$ cat src/sv/bgd_pkg.sv
`timescale 1ns / 1ps
// ----------------------------------------------------------------------------
// bgd_pkg
// Shared types and constants for the button gesture detector.
// ----------------------------------------------------------------------------
`default_nettype none

package bgd_pkg;

    // Sizes
    localparam int BUTTONS        = 7;
    localparam int HISTORY_FRAMES = 32;
    localparam int HOLD_W         = 8;
    localparam int WINDOW_W       = 6;
    localparam int BTN_IDX_W      = 3;

    localparam logic [HOLD_W-1:0] HOLD_SAT = 8'd255;

    // Reset values of the configuration registers
    localparam logic [HOLD_W-1:0]    HOLD_THRESHOLD_RST = 8'd30;
    localparam logic [WINDOW_W-1:0]  DOUBLE_WINDOW_RST  = 6'd15;
    localparam logic [WINDOW_W-1:0]  CHORD_WINDOW_RST   = 6'd5;
    localparam logic [BTN_IDX_W-1:0] CHORD_BUTTON_A_RST = 3'd4;
    localparam logic [BTN_IDX_W-1:0] CHORD_BUTTON_B_RST = 3'd5;

    localparam int CFG_INDEX_W = 3;
    localparam int CFG_DATA_W  = 8;

    // Configuration register indexes
    typedef enum logic [CFG_INDEX_W-1:0] {
        REG_HOLD_THRESHOLD = 3'd0,
        REG_DOUBLE_WINDOW  = 3'd1,
        REG_CHORD_WINDOW   = 3'd2,
        REG_CHORD_BUTTON_A = 3'd3,
        REG_CHORD_BUTTON_B = 3'd4
    } cfg_reg_t;

    typedef struct packed {
        logic [HOLD_W-1:0]    hold_threshold;
        logic [WINDOW_W-1:0]  double_window;
        logic [WINDOW_W-1:0]  chord_window;
        logic [BTN_IDX_W-1:0] chord_button_a;
        logic [BTN_IDX_W-1:0] chord_button_b;
    } cfg_t;

    typedef struct packed {
        logic [BUTTONS-1:0] held_mask;
        logic [BUTTONS-1:0] press_mask;
        logic [BUTTONS-1:0] double_query_mask;
        logic               chord_query;
    } frame_t;

    typedef struct packed {
        logic [BUTTONS-1:0] hold_flags;
        logic [BUTTONS-1:0] double_flags;
        logic               chord_flag;
    } flags_t;

    // Mask with the lowest n history bits set
    function automatic logic [HISTORY_FRAMES-1:0] low_mask(input logic [WINDOW_W-1:0] n);
        logic [HISTORY_FRAMES-1:0] m;
        for (int j = 0; j < HISTORY_FRAMES; j++) begin
            m[j] = (WINDOW_W'(j) < n);
        end
        return m;
    endfunction

endpackage

`default_nettype wire

$ cat src/sv/button_gesture_detector.sv
`timescale 1ns / 1ps
// ----------------------------------------------------------------------------
// button_gesture_detector
// Hold, double-press and chord detection over a stream of button frames.
// ----------------------------------------------------------------------------
//
//   channel | signals                               | carries
//   --------+---------------------------------------+-------------------------
//   frame   | frame_valid, frame_ready, frame       | one frame of button state
//   flags   | flags_valid, flags_ready, flags       | one flag set per frame
//   cfg     | cfg_valid, cfg_ready, cfg_index/data  | register write
//
// One frame per cycle: a frame is evaluated in the cycle it transfers and its
// flags appear from the output register on the next cycle. The output
// register alone sets the rate; a frame transfers whenever that register is
// empty or being drained. The cfg channel is always ready.
// Reset clears all hold counters and histories and loads the register
// defaults; no clearing pass follows.
// ----------------------------------------------------------------------------
`default_nettype none

module button_gesture_detector
    import bgd_pkg::*;
(
    input  wire logic                   clk,
    input  wire logic                   rst_n,
    input  wire logic                   frame_valid,
    output logic                        frame_ready,
    input  wire frame_t                 frame,
    output logic                        flags_valid,
    input  wire logic                   flags_ready,
    output flags_t                      flags,
    input  wire logic                   cfg_valid,
    output logic                        cfg_ready,
    input  wire logic [CFG_INDEX_W-1:0] cfg_index,
    input  wire logic [CFG_DATA_W-1:0]  cfg_data
);

    cfg_t   cfg_reg;
    cfg_t   cfg_next;
    flags_t flags_reg;
    flags_t flags_calc;
    logic   flags_valid_reg;
    logic   flags_valid_next;
    logic   frame_xfer;

    assign cfg_ready   = 1'b1;
    assign frame_ready = !flags_valid_reg || flags_ready;
    assign frame_xfer  = frame_valid && frame_ready;
    assign flags_valid = flags_valid_reg;
    assign flags       = flags_reg;

    // Decode register writes
    always_comb
    begin
        cfg_next = cfg_reg;
        if (cfg_valid) begin
            case (cfg_reg_t'(cfg_index))
                REG_HOLD_THRESHOLD: cfg_next.hold_threshold = cfg_data;
                REG_DOUBLE_WINDOW:  cfg_next.double_window  = cfg_data[WINDOW_W-1:0];
                REG_CHORD_WINDOW:   cfg_next.chord_window   = cfg_data[WINDOW_W-1:0];
                REG_CHORD_BUTTON_A: cfg_next.chord_button_a = cfg_data[BTN_IDX_W-1:0];
                REG_CHORD_BUTTON_B: cfg_next.chord_button_b = cfg_data[BTN_IDX_W-1:0];
                default:            cfg_next = cfg_reg;
            endcase
        end
    end

    always_ff @(posedge clk or negedge rst_n)
    begin
        if (!rst_n) begin
            cfg_reg.hold_threshold <= HOLD_THRESHOLD_RST;
            cfg_reg.double_window  <= DOUBLE_WINDOW_RST;
            cfg_reg.chord_window   <= CHORD_WINDOW_RST;
            cfg_reg.chord_button_a <= CHORD_BUTTON_A_RST;
            cfg_reg.chord_button_b <= CHORD_BUTTON_B_RST;
        end else begin
            cfg_reg <= cfg_next;
        end
    end

    // Frame evaluation and state update
    bgd_core u_core (
        .clk     (clk),
        .rst_n   (rst_n),
        .advance (frame_xfer),
        .frame   (frame),
        .cfg     (cfg_reg),
        .flags   (flags_calc)
    );

    // Hold the result until its transfer, load on each frame transfer
    always_comb
    begin
        if (frame_xfer) begin
            flags_valid_next = 1'b1;
        end else if (flags_ready) begin
            flags_valid_next = 1'b0;
        end else begin
            flags_valid_next = flags_valid_reg;
        end
    end

    always_ff @(posedge clk or negedge rst_n)
    begin
        if (!rst_n) begin
            flags_valid_reg <= 1'b0;
        end else begin
            flags_valid_reg <= flags_valid_next;
        end
    end

    always_ff @(posedge clk)
    begin
        if (frame_xfer) begin
            flags_reg <= flags_calc;
        end
    end

endmodule

`default_nettype wire

$ cat src/sv/bgd_core.sv
`timescale 1ns / 1ps
// ----------------------------------------------------------------------------
// bgd_core
// Per-button hold counters and press histories, updated once per frame,
// with the hold, double-press and chord evaluation of the updated state.
// ----------------------------------------------------------------------------
`default_nettype none

module bgd_core
    import bgd_pkg::*;
(
    input  wire logic   clk,
    input  wire logic   rst_n,
    input  wire logic   advance,
    input  wire frame_t frame,
    input  wire cfg_t   cfg,
    output flags_t      flags
);

    logic [HOLD_W-1:0]         hold_count_reg     [BUTTONS];
    logic [HOLD_W-1:0]         hold_count_next    [BUTTONS];
    logic [HISTORY_FRAMES-1:0] double_history_reg [BUTTONS];
    logic [HISTORY_FRAMES-1:0] double_history_next[BUTTONS];
    logic [HISTORY_FRAMES-1:0] chord_history_reg  [BUTTONS];
    logic [HISTORY_FRAMES-1:0] chord_history_next [BUTTONS];

    logic [HISTORY_FRAMES-1:0] double_shift[BUTTONS];
    logic [HISTORY_FRAMES-1:0] chord_shift [BUTTONS];
    logic [HISTORY_FRAMES-1:0] double_win;
    logic [HISTORY_FRAMES-1:0] chord_win;
    logic [HISTORY_FRAMES-1:0] double_sel[BUTTONS];
    logic                      double_ok;
    logic                      chord_ok;
    logic                      hit_a;
    logic                      hit_b;
    logic                      chord_found;

    // Window masks and setup checks
    always_comb
    begin
        double_win = low_mask(cfg.double_window);
        chord_win  = low_mask(cfg.chord_window);
        double_ok  = (cfg.double_window >= WINDOW_W'(2)) &&
                     (cfg.double_window <  WINDOW_W'(HISTORY_FRAMES));
        chord_ok   = frame.chord_query &&
                     (cfg.chord_button_a < BTN_IDX_W'(BUTTONS)) &&
                     (cfg.chord_button_b < BTN_IDX_W'(BUTTONS)) &&
                     (cfg.chord_button_a != cfg.chord_button_b) &&
                     (cfg.chord_window != '0) &&
                     (cfg.chord_window <= WINDOW_W'(HISTORY_FRAMES));
    end

    // Shift in this frame's press edge, advance the hold counters and find the chord button hits
    always_comb
    begin
        hit_a = 1'b0;
        hit_b = 1'b0;
        for (int i = 0; i < BUTTONS; i++) begin
            double_shift[i] = {double_history_reg[i][HISTORY_FRAMES-2:0],
                               frame.press_mask[i]};
            chord_shift[i]  = {chord_history_reg[i][HISTORY_FRAMES-2:0],
                               frame.press_mask[i]};
            if (!frame.held_mask[i]) begin
                hold_count_next[i] = '0;
            end else if (hold_count_reg[i] == HOLD_SAT) begin
                hold_count_next[i] = hold_count_reg[i];
            end else begin
                hold_count_next[i] = hold_count_reg[i] + HOLD_W'(1);
            end
            if (cfg.chord_button_a == BTN_IDX_W'(i)) begin
                hit_a = |(chord_shift[i] & chord_win);
            end
            if (cfg.chord_button_b == BTN_IDX_W'(i)) begin
                hit_b = |(chord_shift[i] & chord_win);
            end
        end
        chord_found = chord_ok && hit_a && hit_b;
    end

    // Evaluate flags and clear the histories that produced a match
    always_comb
    begin
        flags.chord_flag = chord_found;
        for (int i = 0; i < BUTTONS; i++) begin
            flags.hold_flags[i] = (cfg.hold_threshold != '0) &&
                                  (hold_count_next[i] >= cfg.hold_threshold);
            // Two or more set bits: clearing the lowest one leaves a bit set
            double_sel[i] = double_shift[i] & double_win;
            flags.double_flags[i] = double_ok && frame.double_query_mask[i] &&
                                    ((double_sel[i] & (double_sel[i] -
                                      HISTORY_FRAMES'(1))) != '0);
            double_history_next[i] = flags.double_flags[i] ? '0 : double_shift[i];
            chord_history_next[i]  = (chord_found &&
                                      ((cfg.chord_button_a == BTN_IDX_W'(i)) ||
                                       (cfg.chord_button_b == BTN_IDX_W'(i))))
                                     ? '0 : chord_shift[i];
        end
    end

    // Commit the state on each frame transfer
    always_ff @(posedge clk or negedge rst_n)
    begin
        if (!rst_n) begin
            for (int i = 0; i < BUTTONS; i++) begin
                hold_count_reg[i]     <= '0;
                double_history_reg[i] <= '0;
                chord_history_reg[i]  <= '0;
            end
        end else if (advance) begin
            for (int i = 0; i < BUTTONS; i++) begin
                hold_count_reg[i]     <= hold_count_next[i];
                double_history_reg[i] <= double_history_next[i];
                chord_history_reg[i]  <= chord_history_next[i];
            end
        end
    end

endmodule

`default_nettype wire

$ cat config.mk
export PLATFORM = sky130hd
export DESIGN_NAME = button_gesture_detector
export DESIGN_NICKNAME = d
export VERILOG_FILES = /design/src/sv/bgd_pkg.sv /design/src/sv/button_gesture_detector.sv /design/src/sv/bgd_core.sv
export SDC_FILE = /design/constraint.sdc
export NUM_CORES = 2
export LEC_CHECK = 0
export BUFFER_PORTS_ARGS = -buffer_cell sky130_fd_sc_hd__buf_2
export CAP_MARGIN = 10
export CORE_AREA = 2 2 250 252
export DETAILED_ROUTE_END_ITERATION = 6
export DIE_AREA = 0 0 252 254
export PLACE_DENSITY = 0.8
export SETUP_SLACK_MARGIN = 0.05
export SLEW_MARGIN = 20
export SYNTH_ARGS = -nofsm -noshare
export SYNTH_HDL_FRONTEND = slang
export SYNTH_SLANG_ARGS = --single-unit
$ cat constraint.sdc
create_clock -name clk -period 3.7 [get_ports clk]
set_input_delay 0.185 -clock clk [delete_from_list [all_inputs] [get_ports clk]]
set_output_delay 0.185 -clock clk [all_outputs]
set_load 0.05 [all_outputs]
==> metrics.md <==
| Metric | Value |
|---|---|
| Status | `finished, violations left` |
| Violated checks | `design-rule violations` |
| # port buffers | `between 50 and 60` |
| Post-synth EDFFs | `15` |
| Max Clk Rate | `roughly 280 MHz` |
| DR pass1 iterations | `7` |
| Setup violators final | `0` |
| Syn nets | `~3800` |
| DRC | `19` |
| RSZ-0062 raised after global routing | `yes` |
| Mapped Cells | `about 3700` |
| CP max FO | `36` |
| H-Tree Depth | `2` |
| Leakage Power | `between 0.015 and 0.02 uW` |
| Die height | `around 250 um` |
| Area Overhead vs Synth | `15.8%` |
| Synth cell count leaders | `918 x nand2_1, 504 x dfrtp_1, 352 x a21oi_1, 273 x nor2_1, 218 x o21ai_0` |
| Final hold viol count | `0` |
| Min Tclk post-route | `3.56 ns` |
| CP Class | `reg -> reg` |
| First-pass GRT wire length | `approximately 160000 um` |
| Initial antenna violation count | `3` |
| Nets | `3880` |
| Max-slew headroom | `38.1%` |
| Clk buf depth | `3` |
| Hold/Removal Path Class | `in -> reg` |
| Starting Density | `a little under 50%` |
| Share of flip-flops with an asynchronous set or reset | `a little over nine tenths` |
| Worst Setup SP | `cfg_reg[15]$_DFFE_PN1P_` |
| Pin count of the biggest net entering global routing | `between 100 and 150` |
| DP HPWL | `~68000 um` |
| Root Driver | `clkbuf_16` |
| Die Wd | `~250 um` |
| Design Area, Final | `35200 um^2` |
| Layout cell share with drive strength beyond 1 | `13.9%` |
| Max-Cap Viols | `0` |
| Crit end category | `flip-flop` |
| I/O Pins | `56` |
| GRT Total Usage | `roughly 31%` |
| R2R cell count | `11` |
| CTS tree | `done` |
| Yosys top cell area share | `41.4%` |
| Ys Warns | `0` |
| Min-Delay Path Depth | `3` |
| Drt total wl | `approximately 100000 um` |
| DP Area | `32500 um^2` |
| RD Place Congestion | `about 1.1` |
| Crit path DAT | `4.08 ns` |
| Reg clk slew, reported paths | `around 0.060 ns` |
| Core area | `61300 um^2` |
| Synth top area cells | `dfrtp_1 41%, nand2_1 11%, a21oi_1 5.8%` |
| Die area | `approximately 64000 um^2` |
| Launching point of the worst reg2reg path | `cfg_reg[15]$_DFFE_PN1P_` |
| Startpoint Class | `flip-flop` |
| Worst-Skew Late Latency | `roughly 0.65 ns` |
| IR drop worst, VDD | `between 0.0004 and 0.0005 V` |
| Post-synth cell types | `96` |
| Area leader, netlist | `dfrtp_1` |
| Top_reg_cell synth | `dfrtp_1` |
| Vias in the first global route | `approximately 28000` |
| Routed len/inst | `21.5 um` |
| Post-Route Utilization | `a little under three fifths` |
| Average cell area after synthesis | `about 8 um^2` |
| Measured slew at the worst slew-check pin | `around 0.93 ns` |
| FF+latch count, synth | `around 530` |
| TritonCTS buffer count | `58` |
| Hold_sp | `cfg_valid` |
| Clock Skews | `between 0.02 and 0.03 ns` |
| Req. time, crit path | `about 4.2 ns` |
| # rows | `91` |
| Vias | `29807` |
| Tcrit/Tclk final | `96.2%` |
| Post-DRT Antenna Nets | `0` |
| P per Cell Area | `618 nW/um^2` |
| Max-slew violation total from the final report | `0` |
| CTS sink count | `532` |
| Grt ovf | `0` |
| Most frequent cell after synthesis | `nand2_1` |
| Post-Syn Area | `between 30000 and 40000 um^2` |
| Sequential area share after synthesis | `roughly 44%` |
| Via/cell ratio | `about 6.5` |
| First DRT Iteration DRCs | `about 4400` |
final timing paths:
check / endpoint / slack (ns)
hold / removal: cfg_reg[3]$_DFFE_PN0P_ / 0.04
setup / recovery: u_core.double_history_reg[110]$_DFFE_PN0P_ / 0.14
setup reg to reg: u_core.double_history_reg[110]$_DFFE_PN0P_ / 0.14
min in group asynchronous: u_core.hold_count_reg[40]$_DFFE_PN0P_ / 0.20
hold reg to reg: u_core.double_history_reg[68]$_DFFE_PN0P_ / 0.51
max in group asynchronous: u_core.chord_history_reg[10]$_DFFE_PN0P_ / 2.43
metal layers:
metal	share of wire, %	track usage [%]	vias to the layer above
met3	10	6.46	417
li1	-	-	13426
met1	39	40.5	14279
met4	6.3	17.7	2
met2	44	47.0	1683
met5	0.015	0	-
critical path: stages (launching register included):
cell	delay (ns)
dfstp_2	0.38
buf_4	0.26
o41a_1	0.48
or2_2	0.39
a21oi_2	0.28
nor4b_4	0.31
a32oi_1	0.09
nor4_1	0.28
nand4_1	0.15
o311a_4	0.40
buf_12	0.16
o31ai_1	0.22
power by group:
part	internal [uW]	switching (uW)	total, uW	leakage [uW]
Combinational	2850	4570	7410	0.00735
Clock	3670	2510	6180	0.000996
Sequential	6870	1320	8190	0.00696
Total	13400	8390	21800	0.0153
per-stage QoR:
step	total power, uW	std cells	TNS (ns)	worst slack (ns)	hold slack, ns
after floorplan	12200	3696	0	0.211	-0.111
after global placement	14900	4470	0	0.0648	0.323
after detailed placement	15100	4470	0	0.00882	0.323
after CTS	21300	4609	0	0.0211	0.0109
after global routing	22700	4619	-0.0618	-0.0398	0.0469
final	21800	4620	0	0.141	0.0387
what timing repair did:
item | in CTS | in global routing
hold buffers | 27 | 0
pin swaps | 2 | 19
setup endpoints to repair | 64 | 435
endpoints found under the hold margin | 142 | 0
gates cloned | 0 | 0
buffers inserted | 2 | 10
resized for setup | 4 | 61
layout by cell type (no fill, tap or decap), drive strengths merged, types with 14 or more instances in the layout:
cell	count
nand2	918
dfrtp	504
a21oi	352
nor2	273
o21ai	266
buf	252
nor3	115
nand3	79
clkbuf	79
ha	63
nand4	59
a21o	57
a31oi	46
mux2	44
and3	42
inv	34
nor4	33
o22ai	31
o211ai	28
dlygate4sd3	27
o21a	26
and2	26
nand2b	22
or2	22
a32oi	18
a22oi	17
o31a	16
a22o	16
a211oi	16
edfxtp	15
xor2	14
clkinv	14
a2111oi	14
final cells by class:
class / count / area (um^2)
antenna: 1 / 2.50
clock buffer: 79 / 1640
clock inverter: 31 / 397
fill: 5264 / 26000
inverter: 30 / 120
multi-input combinational: 2878 / 16200
sequential: 532 / 13400
tap: 790 / 988
timing repair buffer: 279 / 2420
kinds of logic after synthesis:
kind of cell	count (synthesis)	synth area share [%]
simple gates	1664	24.2
compound gates	1066	22.6
flops	532	44.0
buf+inv	286	3.75
fa+ha+maj	72	2.89
mux	53	1.92
xor+xnor	22	0.633
other cells	1	0.0123
Power figures use the tool's default switching activity.
